### src/rtl/rlenc_pkg.sv
// shared types and constants for the run length encoder
package rlenc_pkg;

  // material code and run counter widths
  localparam int unsigned MAT_W   = 8;
  localparam int unsigned COUNT_W = 16;

  // result queue geometry
  localparam int unsigned QDEPTH = 4;
  localparam int unsigned QPTR_W = 2;
  localparam int unsigned QCNT_W = 3;

  typedef struct packed {
    logic [MAT_W-1:0] in_material;
    logic             block_last;
  } in_item_t;

  typedef struct packed {
    logic [MAT_W-1:0]   out_material;
    logic [COUNT_W-1:0] run_length;
    logic               run_last;
  } out_item_t;

  // runs produced by the front for one accepted item, in delivery order
  typedef struct packed {
    logic [1:0] num;
    out_item_t  item0;
    out_item_t  item1;
  } front_push_t;

endpackage

### src/rtl/run_length_encoder_type_count.sv
// top level of the run length encoder for material code streams
//
// usage: one material code per input transfer on in_valid/in_ready, with
//   block_last set on the final code of a block. each finished run leaves
//   as one output transfer on out_valid/out_ready: the code, its length
//   (1 .. 2^16-1) and run_last, which marks the final run of a block.
// path: a run closed by an input transfer is written into the queue,
//   then loaded into the output register, which drives out_valid.
// throughput: one input transfer per cycle while the queue has room; the
//   run compare and increment in the front is the only per-item step. a
//   code that both ends a run and ends the block yields two runs, which
//   leave as two output transfers; the four-entry queue absorbs that.
// stall: the front takes codes while at least two queue slots are free;
//   a stalled receiver fills the queue and in_ready then drops.
// reset: synchronous, active low; no run is open, queue and output are
//   empty afterward.
module run_length_encoder_type_count (
  input  logic                 clk,
  input  logic                 rst_n,
  input  logic                 in_valid,
  output logic                 in_ready,
  input  rlenc_pkg::in_item_t  in_data,
  output logic                 out_valid,
  input  logic                 out_ready,
  output rlenc_pkg::out_item_t out_data
);

  // front to queue
  rlenc_pkg::front_push_t push;
  logic                   q_room;
  // queue to back
  logic                   q_valid;
  logic                   q_pop;
  rlenc_pkg::out_item_t   q_item;

  // run tracking and classification of each code
  rlenc_front u_front (
    .clk      (clk),
    .rst_n    (rst_n),
    .in_valid (in_valid),
    .in_ready (in_ready),
    .in_data  (in_data),
    .q_room   (q_room),
    .push     (push)
  );

  // decouples run production from output stalls
  rlenc_queue u_queue (
    .clk     (clk),
    .rst_n   (rst_n),
    .push    (push),
    .q_room  (q_room),
    .q_valid (q_valid),
    .q_item  (q_item),
    .q_pop   (q_pop)
  );

  // registered output toward the receiver
  rlenc_back u_back (
    .clk       (clk),
    .rst_n     (rst_n),
    .q_valid   (q_valid),
    .q_item    (q_item),
    .q_pop     (q_pop),
    .out_valid (out_valid),
    .out_ready (out_ready),
    .out_data  (out_data)
  );

endmodule

### src/rtl/rlenc_front.sv
// run tracker: accepts material codes and emits finished runs into the queue
module rlenc_front (
  input  logic                  clk,
  input  logic                  rst_n,
  input  logic                  in_valid,
  output logic                  in_ready,
  input  rlenc_pkg::in_item_t   in_data,
  input  logic                  q_room,
  output rlenc_pkg::front_push_t push
);

  logic                          run_open_r, run_open_nxt;
  logic [rlenc_pkg::MAT_W-1:0]   run_value_r, run_value_nxt;
  logic [rlenc_pkg::COUNT_W-1:0] run_count_r, run_count_nxt;

  logic                          accept;
  logic                          flush_old;
  logic                          extend;
  logic [rlenc_pkg::MAT_W-1:0]   cur_value;
  logic [rlenc_pkg::COUNT_W-1:0] cur_count;
  rlenc_pkg::out_item_t          old_run;
  rlenc_pkg::out_item_t          end_run;

  assign in_ready = q_room;
  assign accept   = in_valid & in_ready;

  always_comb begin
    // a saturated run closes even when the code repeats
    flush_old = run_open_r &
                ((in_data.in_material != run_value_r) || (run_count_r == '1));
    extend    = run_open_r & ~flush_old;
    cur_value = in_data.in_material;
    cur_count = extend ? (run_count_r + rlenc_pkg::COUNT_W'(1)) : rlenc_pkg::COUNT_W'(1);

    old_run.out_material = run_value_r;
    old_run.run_length   = run_count_r;
    old_run.run_last     = 1'b0;
    end_run.out_material = cur_value;
    end_run.run_length   = cur_count;
    end_run.run_last     = 1'b1;

    push.num   = 2'd0;
    push.item0 = old_run;
    push.item1 = end_run;
    if (accept) begin
      if (flush_old && in_data.block_last) begin
        push.num = 2'd2;
      end else if (flush_old) begin
        push.num = 2'd1;
      end else if (in_data.block_last) begin
        push.num   = 2'd1;
        push.item0 = end_run;
      end
    end

    run_open_nxt  = run_open_r;
    run_value_nxt = run_value_r;
    run_count_nxt = run_count_r;
    if (accept) begin
      if (in_data.block_last) begin
        run_open_nxt  = 1'b0;
        run_value_nxt = '0;
        run_count_nxt = '0;
      end else begin
        run_open_nxt  = 1'b1;
        run_value_nxt = cur_value;
        run_count_nxt = cur_count;
      end
    end
  end

  always_ff @(posedge clk) begin
    if (!rst_n) begin
      run_open_r  <= 1'b0;
      run_value_r <= '0;
      run_count_r <= '0;
    end else begin
      run_open_r  <= run_open_nxt;
      run_value_r <= run_value_nxt;
      run_count_r <= run_count_nxt;
    end
  end

endmodule

### src/rtl/rlenc_queue.sv
// small result queue: up to two writes and one read per cycle
module rlenc_queue (
  input  logic                   clk,
  input  logic                   rst_n,
  input  rlenc_pkg::front_push_t push,
  output logic                   q_room,
  output logic                   q_valid,
  output rlenc_pkg::out_item_t   q_item,
  input  logic                   q_pop
);

  rlenc_pkg::out_item_t           entry_r [rlenc_pkg::QDEPTH];
  logic [rlenc_pkg::QPTR_W-1:0]   wr_ptr_r, wr_ptr_nxt;
  logic [rlenc_pkg::QPTR_W-1:0]   rd_ptr_r, rd_ptr_nxt;
  logic [rlenc_pkg::QCNT_W-1:0]   count_r, count_nxt;
  logic [rlenc_pkg::QPTR_W-1:0]   wr_ptr_p1;
  logic                           do_pop;

  assign q_valid   = (count_r != '0);
  assign q_item    = entry_r[rd_ptr_r];
  // front may push two runs, so keep two slots free
  assign q_room    = (count_r <= rlenc_pkg::QCNT_W'(rlenc_pkg::QDEPTH - 2));
  assign do_pop    = q_pop & q_valid;
  assign wr_ptr_p1 = wr_ptr_r + rlenc_pkg::QPTR_W'(1);

  always_comb begin
    wr_ptr_nxt = wr_ptr_r + rlenc_pkg::QPTR_W'(push.num);
    rd_ptr_nxt = rd_ptr_r + rlenc_pkg::QPTR_W'(do_pop);
    count_nxt  = count_r + rlenc_pkg::QCNT_W'(push.num) - rlenc_pkg::QCNT_W'(do_pop);
  end

  always_ff @(posedge clk) begin
    if (push.num != 2'd0) begin
      entry_r[wr_ptr_r] <= push.item0;
    end
    if (push.num == 2'd2) begin
      entry_r[wr_ptr_p1] <= push.item1;
    end
  end

  always_ff @(posedge clk) begin
    if (!rst_n) begin
      wr_ptr_r <= '0;
      rd_ptr_r <= '0;
      count_r  <= '0;
    end else begin
      wr_ptr_r <= wr_ptr_nxt;
      rd_ptr_r <= rd_ptr_nxt;
      count_r  <= count_nxt;
    end
  end

endmodule

### src/rtl/rlenc_back.sv
// output stage: pulls runs from the queue and holds them for the receiver
module rlenc_back (
  input  logic                 clk,
  input  logic                 rst_n,
  input  logic                 q_valid,
  input  rlenc_pkg::out_item_t q_item,
  output logic                 q_pop,
  output logic                 out_valid,
  input  logic                 out_ready,
  output rlenc_pkg::out_item_t out_data
);

  logic                 valid_r, valid_nxt;
  rlenc_pkg::out_item_t data_r, data_nxt;
  logic                 slot_free;

  assign slot_free = ~valid_r | out_ready;
  assign q_pop     = q_valid & slot_free;
  assign out_valid = valid_r;
  assign out_data  = data_r;

  always_comb begin
    valid_nxt = valid_r;
    data_nxt  = data_r;
    if (slot_free) begin
      valid_nxt = q_valid;
      if (q_valid) begin
        data_nxt = q_item;
      end
    end
  end

  always_ff @(posedge clk) begin
    if (!rst_n) begin
      valid_r <= 1'b0;
    end else begin
      valid_r <= valid_nxt;
    end
  end

  always_ff @(posedge clk) begin
    data_r <= data_nxt;
  end

endmodule
### config.mk
export PLATFORM = sky130hd
export DESIGN_NAME = run_length_encoder_type_count
export DESIGN_NICKNAME = d
export VERILOG_FILES = /design/src/rtl/rlenc_pkg.sv /design/src/rtl/run_length_encoder_type_count.sv /design/src/rtl/rlenc_front.sv /design/src/rtl/rlenc_queue.sv /design/src/rtl/rlenc_back.sv
export SDC_FILE = /design/constraint.sdc
export NUM_CORES = 1
export LEC_CHECK = 0
export ABC_AREA = 1
export BUFFER_PORTS_ARGS = -buffer_cell sky130_fd_sc_hd__buf_2
export CORE_UTILIZATION = 62
export CTS_CLUSTER_DIAMETER = 100
export DETAILED_ROUTE_END_ITERATION = 8
export PLACE_DENSITY = 0.81
export SLEW_MARGIN = 0
export SYNTH_ARGS = -nofsm -noshare
export SYNTH_HDL_FRONTEND = slang
export SYNTH_SLANG_ARGS = --single-unit
### constraint.sdc
create_clock -name clk -period 3.66 [get_ports clk]
set_clock_uncertainty 0.05 [all_clocks]
set_input_delay 0.366 -clock clk [delete_from_list [all_inputs] [get_ports clk]]
set_output_delay 0.366 -clock clk [all_outputs]
set_load 0.05 [all_outputs]
==> impl_metrics.toml, run 1 <==
[placed_design]
port_buffers = 39
placed_area_um2 = 8720
dp_slack_ns = 0.514
detailed_place_hpwl_um = 13200
gp_congestion = 0.978

[floorplanning]
die_h_um = 118
dieArea_um2 = 14000
io_pins = 40
rows = 42
die_w_um = 118
start_util_pct = 63.4
core_area_um2 = 13200

[sta]
fin_crit_sh_pct = 89.2
maxSlewViolCount = 0
period_minus_slack_ns = 3.26
hold_violations = 0
max_freq_mhz = 306
fin_setup_tns_ns = 0
slew-limit-headroom_pct = 24.8
timing.final.ws_setup_ns = 0.397
setup_viol = 0
rsz0062_at_grt = "false"
tightest_slew_ns = 1.13

[synthesis]
yosysSeqAreaShare_pct = 52.3
synthMostInstantiatedCell = "nand2_1"
ys_warn_count = 0
yosys-top-cells-area = "edfxtp_1 43%, nand2_1 15%, dfxtp_1 8.9%, nand3_1 7.5%, nor2_1 3.8%"
synth_top_area_cell = "edfxtp_1"
yosys.cell_types.count = 31
syn-mean-instance-area_um2 = 8.20
synth_ff_type = "edfxtp_1"
synth.top_cell.area_share_pct = 43.4
ys_ff_latch = 158
async_flop_share_pct = 0
synthCells = 1020
synth-edff-count = 121
yosys-top-cells-count = "340 x nand2_1, 126 x nand3_1, 121 x edfxtp_1"
syn-num-nets = 1042
syn-cell-area_um2 = 8370

[setup_path]
worstSetupPathType = "flip-flop to flip-flop"
worstSetupEndpointType = "flip-flop"
cp_max_fo = 13
worstReg2RegEnd = "u_queue.entry_r[0][1]"
required_ns = 3.80
r2r_start = "u_front.run_count_r[0]"
reg2reg_slack_ns = 0.40
r2r_cells = 15
critical_path.startpoint_type = "flip-flop"
arrival_ns = 3.40

[route]
drt-pass1-iter-count = 5
drt_iter0_drc = 930
vias = 7284
vias_per_cell = 5.90
ant_nets = 0
wire_per_inst_um = 17.8
wirelength_um = 22000
drc = 0

[outcome]
status = "finished clean"

[flow_run]
maxCapViolCount = 0

[layout]
final_cell_area_um2 = 9370
layout-area-overhead-vs-synth_pct = 12.0
antenna_cells = 0
layout.nets = 1069
final_layout_size_suffix_gt1_share_pct = 11.6

[clock_tree]
cts-resized-gates = 0
htreeDepth = 4
post_cts_buffers = 0
cts.sinks = 158
clockRootBuffer = "clkbuf_16"
ctsHoldBuffers = 0
clk_path_buf_depth = 2
clk-insertion-delay-late_ns = 0.44
tritoncts = "yes"
numCtsBuffers = 17
clkSlewWorstSetupHoldPaths_ns = 0.06

[worst_hold_path]
hold_path_class = "input port to flip-flop"
hold_depth = 3
hold-path-endpoint = "u_queue.rd_ptr_r[0]"
hold_path.startpoint = "rst_n"

[pwr]
max-vdd-ir-drop_mv = 0.642
p_leak_nw = 4.02
p_per_area_nw_per_um2 = 676

[grt]
grt_pass1_wl_um = 35100
globalRouteOverflowTotal = 0
antenna_found_initial = 0
grt_pass1_vias = 6798
groute.usage.overall_pct = 33.1
grt_max_degree = 52
-- area by class of cell --
class,count,area (µm²)
Fill cell,988,3820
Clock buffer,18,429
Multi-Input combinational cell,724,3400
Clock inverter,13,220
Timing Repair Buffer,63,413
Sequential cell,158,4370
Inverter,83,312
Tap cell,176,220
-- metrics by stage --
stage                     cells  hold slack, ns  util [%]  total power (W)
after floorplan            1020           0.401         -          0.00383
after global placement     1204           0.418      66.1          0.00430
after detailed placement   1204           0.423      66.1          0.00436
after CTS                  1235           0.130      71.0          0.00631
after global routing       1235           0.139      71.0          0.00654
final                      1235           0.126      71.0          0.00633
-- metal layers --
metal,GRT usage (%),share of wire (%),up-vias
met4,15.6,2.8,0
met3,6.52,11,53
met2,52.2,46,455
met1,44.1,40,3334
li1,-,-,3442
met5,0,0,-
-- flip-flops by register name (all words and copies together), names as in the netlist --
register and cells:
u_back.out_data 25, u_front.run_value_r 8, u_back.out_valid 1, u_queue.wr_ptr_r 2, u_queue.entry_r 100, u_queue.rd_ptr_r 2
u_front.run_count_r 16, u_front.run_open_r 1, u_queue.count_r 3
-- how the worst max path moves through the flow --
stage | from | endpoint | slack [ns] | cells past startpoint
final | u_front.run_count_r[0] | u_queue.entry_r[0][1] | 0.40 | 15
after global routing | u_front.run_count_r[0] | u_queue.entry_r[0][2] | 0.22 | 15
after CTS | u_front.run_count_r[0] | u_queue.entry_r[0][1] | 0.45 | 15
after detailed placement | u_front.run_count_r[0] | u_queue.entry_r[0][1] | 0.51 | 15
after global placement | u_front.run_count_r[0] | u_queue.entry_r[0][1] | 0.57 | 15
after floorplan | u_back.out_valid | u_queue.count_r[2] | 0.26 | 11
-- where the power goes --
group | internal (W) | leakage (nW) | total (W) | switching [W]
registers | 0.00230 | 1.47 | 0.00240 | 0.000103
logic | 0.000444 | 2.24 | 0.00194 | 0.00149
clock network | 0.00127 | 0.307 | 0.00199 | 0.000719
total | 0.00401 | 4.02 | 0.00633 | 0.00232
-- cells by family after synthesis --
group	synth area share (%)
AOI/OAI and AO/OA	7.13
xor gates and xnor gates	1.76
and+or+nand+nor	30.2
adders and majority gates	1.44
buffers and inverters	7.15
DFF	52.3
-- cells in the final DEF (no fill, tap or decap) --
master      Yosys  final
nor2_1         84     84
nand3_1       126    126
clkbuf_1       22      1
clkinv_1        4      6
nand3b_1        3      3
bufinv_16       0      6
o211ai_1        4      4
a21oi_2         2      3
nand2_2        11     11
dfxtp_1        37     37
nand2_1       340    340
xor2_2          1      1
nand2_4         1      1
ha_1            8      8
inv_2           4      4
a21oi_1        25     24
inv_1          75     75
o21bai_1        1      1
xnor2_1         6      6
clkinvlp_4      0      3
nand3_2         2      2
o21ai_0        52     52
edfxtp_1      121    121
nand4_1        13     13
fa_1            1      1
nor3_4          3      3
buf_2          22     39
nor2_2          5      5
nor2_4          2      2
buf_12          0      3
xor2_1          9      9
clkinv_2        0      2
o22ai_1        25     25
clkbuf_16       0     17
buf_4           8     21
-- critical path, stage by stage (launching register included) --
cell,delay [ns]
dfxtp_1,0.44
ha_1,0.26
nand3_2,0.12
inv_1,0.14
nand2_2,0.07
clkinv_1,0.05
nand2_1,0.07
nand3_2,0.14
nand2_2,0.09
ha_1,0.37
a21oi_2,0.10
nand2_1,0.14
clkinv_1,0.46
buf_12,0.34
nand3_1,0.10
nand2_1,0.07
Note: power is estimated with default switching activity, not from simulation.
==> run 2, diff against run 1 <==
--- a/config.mk
+++ b/config.mk
@@ -12,2 +12,3 @@
 export DETAILED_ROUTE_END_ITERATION = 8
+export MAX_ROUTING_LAYER = met4
 export PLACE_DENSITY = 0.81
==> constraint.sdc (replaced) <==
create_clock -name clk -period 3.66 [get_ports clk]
set_clock_uncertainty 0.05 [all_clocks]
set_input_delay 0.732 -clock clk [delete_from_list [all_inputs] [get_ports clk]]
set_output_delay 0.732 -clock clk [all_outputs]
set_load 0.05 [all_outputs]
==> run 2 against run 1 <==
Net effect: sequential power about the same; critical endpoint is now u_queue.count_r[2]; combinational power about the same; first-iteration DRC count increased by 4.3%; routed wire length decreased by 2.9%; largest cell class unchanged; highest routed layer unchanged; final area decreased by 0.16%.
==> impl_metrics.toml, run 2 (same netlist as run 1, synthesis figures left out) <==
[pwr]
p_per_area_nw_per_um2 = 644
comb_power_share_pct = 32.1
max-vdd-ir-drop_mv = 0.537
clkPwrFrac_pct = 28.1
p_sw_w = 0.00229
power.share.switching_pct = 38.0
p_int_w = 0.00374
p_leak_nw = 4.00
p_seq_share_pct = 39.9

[sta]
rsz0062_at_grt = "false"
setup_viol = 0
period_minus_slack_ns = 3.13
fin_crit_sh_pct = 85.6
maxSlewViolCount = 0
slew-limit-headroom_pct = 27.6
hold_violations = 0
tightest_slew_ns = 1.08
max_freq_mhz = 319
fin_setup_tns_ns = 0
timing.final.ws_setup_ns = 0.528

[layout]
final_common_cell = "nand2_1"
final_cells = 1242
layout-area-overhead-vs-synth_pct = 11.8
final_layout_size_suffix_gt1_share_pct = 11.9
largest_reg_flops = 100
layout.nets = 1074
finalCoreUtilization_pct = 70.9
regMostFlops = "u_queue.entry_r"
final_cell_mix = "340 x nand2_1, 126 x nand3_1, 121 x edfxtp_1"
seq_area_um2 = 4370
final_cell_area_um2 = 9350
fillers = 1011
multi_input_area_um2 = 3400

[grt]
grt_pass1_vias = 6784
groute.usage.overall_pct = 33.0
antenna_found_initial = 1
globalRouteOverflowTotal = 0
grt_max_degree = 52
grt_pass1_wl_um = 34500

[clock_tree]
clkSlewWorstSetupHoldPaths_ns = 0.06
ctsHoldBuffers = 0
tritoncts = "yes"
htreeDepth = 4
cts.sinks = 158
post_cts_buffers = 0
clk_path_buf_depth = 2
cts-resized-gates = 0
clockRootBuffer = "clkbuf_16"
clk-insertion-delay-late_ns = 0.43
numCtsBuffers = 17

[worst_hold_path]
hold_path_class = "flip-flop to flip-flop"
hold_path.startpoint = "u_front.run_value_r[3]"

[route]
wire_per_inst_um = 17.2
wirelength_um = 21300
drc = 0
drt_iter0_drc = 970
vias = 7230
drt-pass1-iter-count = 6
vias_per_cell = 5.82
ant_nets = 0

[floorplanning]
start_util_pct = 63.4
core_area_um2 = 13200
io_pins = 40
die_w_um = 118
dieArea_um2 = 14000
rows = 42
die_h_um = 118

[placed_design]
port_buffers = 39
dp_cells = 1209
detailed_place_hpwl_um = 13100
placed_area_um2 = 8790
dp_slack_ns = 0.369
gp_congestion = 0.953

[setup_path]
crit_buf_inv = 6
cp-startpoint = "u_front.run_count_r[1]"
r2r_start = "u_front.run_count_r[1]"
max_stage_delay_ns = 0.44
path_common_cell = "inv_1"
crit_chain = "ha_1 -> nand3_2 -> inv_1 -> nand2_2 -> clkinv_1 -> nand2_1 -> nand3_2 -> nand2_2 -> inv_1 -> ha_1 -> inv_1 -> nor2_2 -> inv_1 -> ha_1 -> fa_1 -> xor2_1 -> inv_1 -> nor2_1"
worstSetupPathType = "flip-flop to flip-flop"
crit_family = "adder cells"
critical_path.startpoint_type = "flip-flop"
worstSetupEndpointType = "flip-flop"
required_ns = 3.89
cp_slowest_cell = "fa_1"
cp_max_fo = 4
arrival_ns = 3.36

[outcome]
status = "finished clean"

[flow_run]
maxCapViolCount = 0
## run 2: per-stage QoR
stage / hold slack (ns) / total power (W)
after CTS: 0.432 / 0.00602
after global placement: 0.414 / 0.00432
after floorplan: 0.401 / 0.00383
final: 0.437 / 0.00602
after detailed placement: 0.423 / 0.00436
after global routing: 0.462 / 0.00626
## run 2: worst paths after layout
check                            to  slack (ns)  cells after the start
max              u_queue.count_r[2]        0.53                     18
min          u_front.run_value_r[3]        0.44                      2
max reg2reg      u_queue.count_r[2]        0.53                     18
min reg2reg  u_front.run_value_r[3]        0.44                      2
## run 2: area by class of cell
cell class              count  share of cell area (%)
flip-flops and latches    158                    46.8
multi-input cells         724                    36.3
repair buffers             68                    5.22
clock buffers              19                    4.63
inverters                  83                    3.33
well taps                 176                    2.36
clock inverters            13                    1.32
diodes                      1                  0.0268
## run 2: routing by layer
metal / global-route usage (%) / part of all wire, % / up-vias
met3: 6.03 / 10 / 72
met1: 41.6 / 39 / 3248
met2: 51.9 / 47 / 451
met4: 15.5 / 3.2 / 0
li1: - / - / 3459
met5: - / 0 / -
## run 2: power by group through the flow
stage	combinational [W]	sequential, W	clock [W]
after floorplan	0.000860	0.00297	0
after global placement	0.00188	0.00243	0
after detailed placement	0.00192	0.00244	0
after CTS	0.00193	0.00240	0.00169
after global routing	0.00207	0.00242	0.00177
final	0.00193	0.00240	0.00169
## run 2: worst register-to-register path, cell delays in order (launching register included)
cell      delay [ns]
dfxtp_1         0.39
ha_1            0.24
nand3_2         0.12
inv_1           0.15
nand2_2         0.07
clkinv_1        0.04
nand2_1         0.09
nand3_2         0.16
nand2_2         0.09
inv_1           0.09
ha_1            0.16
inv_1           0.09
nor2_2          0.19
inv_1           0.07
ha_1            0.30
fa_1            0.44
xor2_1          0.17
inv_1           0.05
nor2_1          0.03
==> run 3, diff against run 2 <==
- CORE_ASPECT_RATIO: unset -> 1.25
- CTS_CLUSTER_DIAMETER: 100 -> 30
==> run 3 against run 2 <==
Net effect: clock power up 8%; combinational power about the same; routed wire length up 3.9%; sequential power about the same; hold slack worse by 0.0041 ns; power up 2.4%; final cell count about the same; non-clock buffer count up 7; setup slack better by 0.016 ns; critical endpoint unchanged.
==> impl_metrics.toml, run 3 (same netlist as run 1, synthesis figures left out) <==
[setup_path]
critical_path.startpoint_type = "flip-flop"
crit_cells = 18
endpoint = "u_queue.count_r[2]"
r2r_start = "u_front.run_count_r[1]"
crit_buf_inv = 6
reg2reg_slack_ns = 0.54
worstSetupEndpointType = "flip-flop"
arrival_ns = 3.35
required_ns = 3.89
cp_max_fo = 4
cp_slowest_cell = "fa_1"
worstReg2RegEnd = "u_queue.count_r[2]"
crit_chain = "ha_1 -> nand3_2 -> inv_1 -> nand2_2 -> clkinv_1 -> nand2_1 -> nand3_2 -> nand2_2 -> inv_1 -> ha_1 -> inv_1 -> nor2_2 -> inv_1 -> ha_1 -> fa_1 -> xor2_1 -> inv_1 -> nor2_1"
path_common_cell = "inv_1"
worstSetupPathType = "flip-flop to flip-flop"
crit_family = "adder cells"
r2r_cells = 18
max_stage_delay_ns = 0.43
cp-startpoint = "u_front.run_count_r[1]"

[clock_tree]
cts-resized-gates = 0
htreeDepth = 4
clk-insertion-delay-late_ns = 0.44
cts.sinks = 158
tritoncts = "yes"
post_cts_buffers = 0
clkSlewWorstSetupHoldPaths_ns = 0.07
clk_path_buf_depth = 2
ctsHoldBuffers = 0
clockRootBuffer = "clkbuf_16"
numCtsBuffers = 17

[sta]
slew-limit-headroom_pct = 25.9
hold_violations = 0
rsz0062_at_grt = "false"
max_freq_mhz = 321
tightest_slew_ns = 1.11
maxSlewViolCount = 0
setup_viol = 0
period_minus_slack_ns = 3.12
hold_ws_ns = 0.433
fin_setup_tns_ns = 0
fin_crit_sh_pct = 85.1

[grt]
grt_max_degree = 52
grt_pass1_wl_um = 35100
gr-usage-met1_pct = 38.7
groute.usage.overall_pct = 34.1
antenna_found_initial = 0
use_met2_pct = 55.6
grt_pass1_vias = 7085
globalRouteOverflowTotal = 0
top_usage_layer = "met2"
use_met3_pct = 8.06

[pwr]
comb_power_share_pct = 31.5
power.share.switching_pct = 38.7
p_total_w = 0.00617
p_int_w = 0.00378
clkPwrFrac_pct = 29.6
p_per_area_nw_per_um2 = 655
p_leak_nw = 4.07
max-vdd-ir-drop_mv = 0.696
p_sw_w = 0.00239
p_seq_share_pct = 38.9

[floorplanning]
die_h_um = 132
die_w_um = 106
io_pins = 40
rows = 47
core_area_um2 = 13200
start_util_pct = 63.2
dieArea_um2 = 14000

[placed_design]
detailed_place_hpwl_um = 13800
dp_cells = 1211
port_buffers = 39
gp_congestion = 0.963
placed_area_um2 = 8800

[layout]
final_layout_size_suffix_gt1_share_pct = 13.0
final_cell_mix = "340 x nand2_1, 126 x nand3_1, 121 x edfxtp_1"
layout.nets = 1081
final_cells = 1243
final_cell_area_um2 = 9410
antenna_cells = 0
multi_input_area_um2 = 3400
seq_area_um2 = 4370
regMostFlops = "u_queue.entry_r"
final_common_cell = "nand2_1"
layout-area-overhead-vs-synth_pct = 12.5
fillers = 1008
largest_reg_flops = 100

[route]
drt-pass1-iter-count = 6
drt_iter0_drc = 801
wire_per_inst_um = 17.8
vias_per_cell = 6.00
vias = 7454
ant_nets = 0
wirelength_um = 22200
drc = 0

[worst_hold_path]
hold_path.startpoint = "u_front.run_value_r[0]"
hold_path_class = "flip-flop to flip-flop"

[outcome]
status = "finished clean"

[flow_run]
maxCapViolCount = 0
run 3: changes by cell type in the layout (fill, tap and decap cells not counted), moves of 3 or more:
cell        delta
buf_4         +10
clkinv_4       +4
buf_12         -3
clkinv_1       -3
clkinvlp_4     -3
inv_6          +3
run 3: layout make-up:
class / count / area share [%]
flip-flops and latches: 158 / 46.5
clock buffers: 17 / 4.52
inverters: 83 / 3.31
clock inverters: 15 / 1.97
well taps: 171 / 2.27
multi-input cells: 724 / 36.1
repair buffers: 75 / 5.35
run 3: power by group through the flow:
stage / Combinational [W] / Sequential, W / Clock, W
floorplan: 0.000860 / 0.00297 / 0
global placement: 0.00189 / 0.00242 / 0
detailed placement: 0.00192 / 0.00244 / 0
CTS: 0.00193 / 0.00240 / 0.00183
global route: 0.00208 / 0.00242 / 0.00190
finish: 0.00194 / 0.00240 / 0.00183
run 3: worst min path at each step:
stage / cells past startpoint / endpoint / slack [ns]
after floorplan: 2 / u_queue.entry_r[1][0] / 0.40
after global placement: 2 / u_queue.entry_r[2][0] / 0.42
after detailed placement: 2 / u_queue.entry_r[2][0] / 0.42
after CTS: 2 / u_front.run_value_r[0] / 0.43
after global routing: 2 / u_queue.entry_r[0][0] / 0.46
final: 2 / u_front.run_value_r[0] / 0.43
run 3: worst reg2reg max path, cell delays in order (launching register included):
cell	delay, ns
dfxtp_1	0.40
ha_1	0.24
nand3_2	0.12
inv_1	0.14
nand2_2	0.07
clkinv_1	0.04
nand2_1	0.08
nand3_2	0.17
nand2_2	0.09
inv_1	0.06
ha_1	0.13
inv_1	0.07
nor2_2	0.24
inv_1	0.08
ha_1	0.30
fa_1	0.43
xor2_1	0.17
inv_1	0.06
nor2_1	0.03
run 3: metrics by stage:
step,util [%],worst slack (ns)
final,71.1,0.544
after global placement,66.5,0.464
after CTS,71.1,0.545
after floorplan,-,0.0942
after global routing,71.1,0.319
after detailed placement,66.5,0.420
run 3: layer usage:
| layer | vias up | wire length [µm] |
|---|---|---|
| met5 | - | 0 |
| met4 | 0 | 1040 |
| met3 | 110 | 2230 |
| met2 | 478 | 10900 |
| met1 | 3404 | 8040 |
| li1 | 3462 | - |
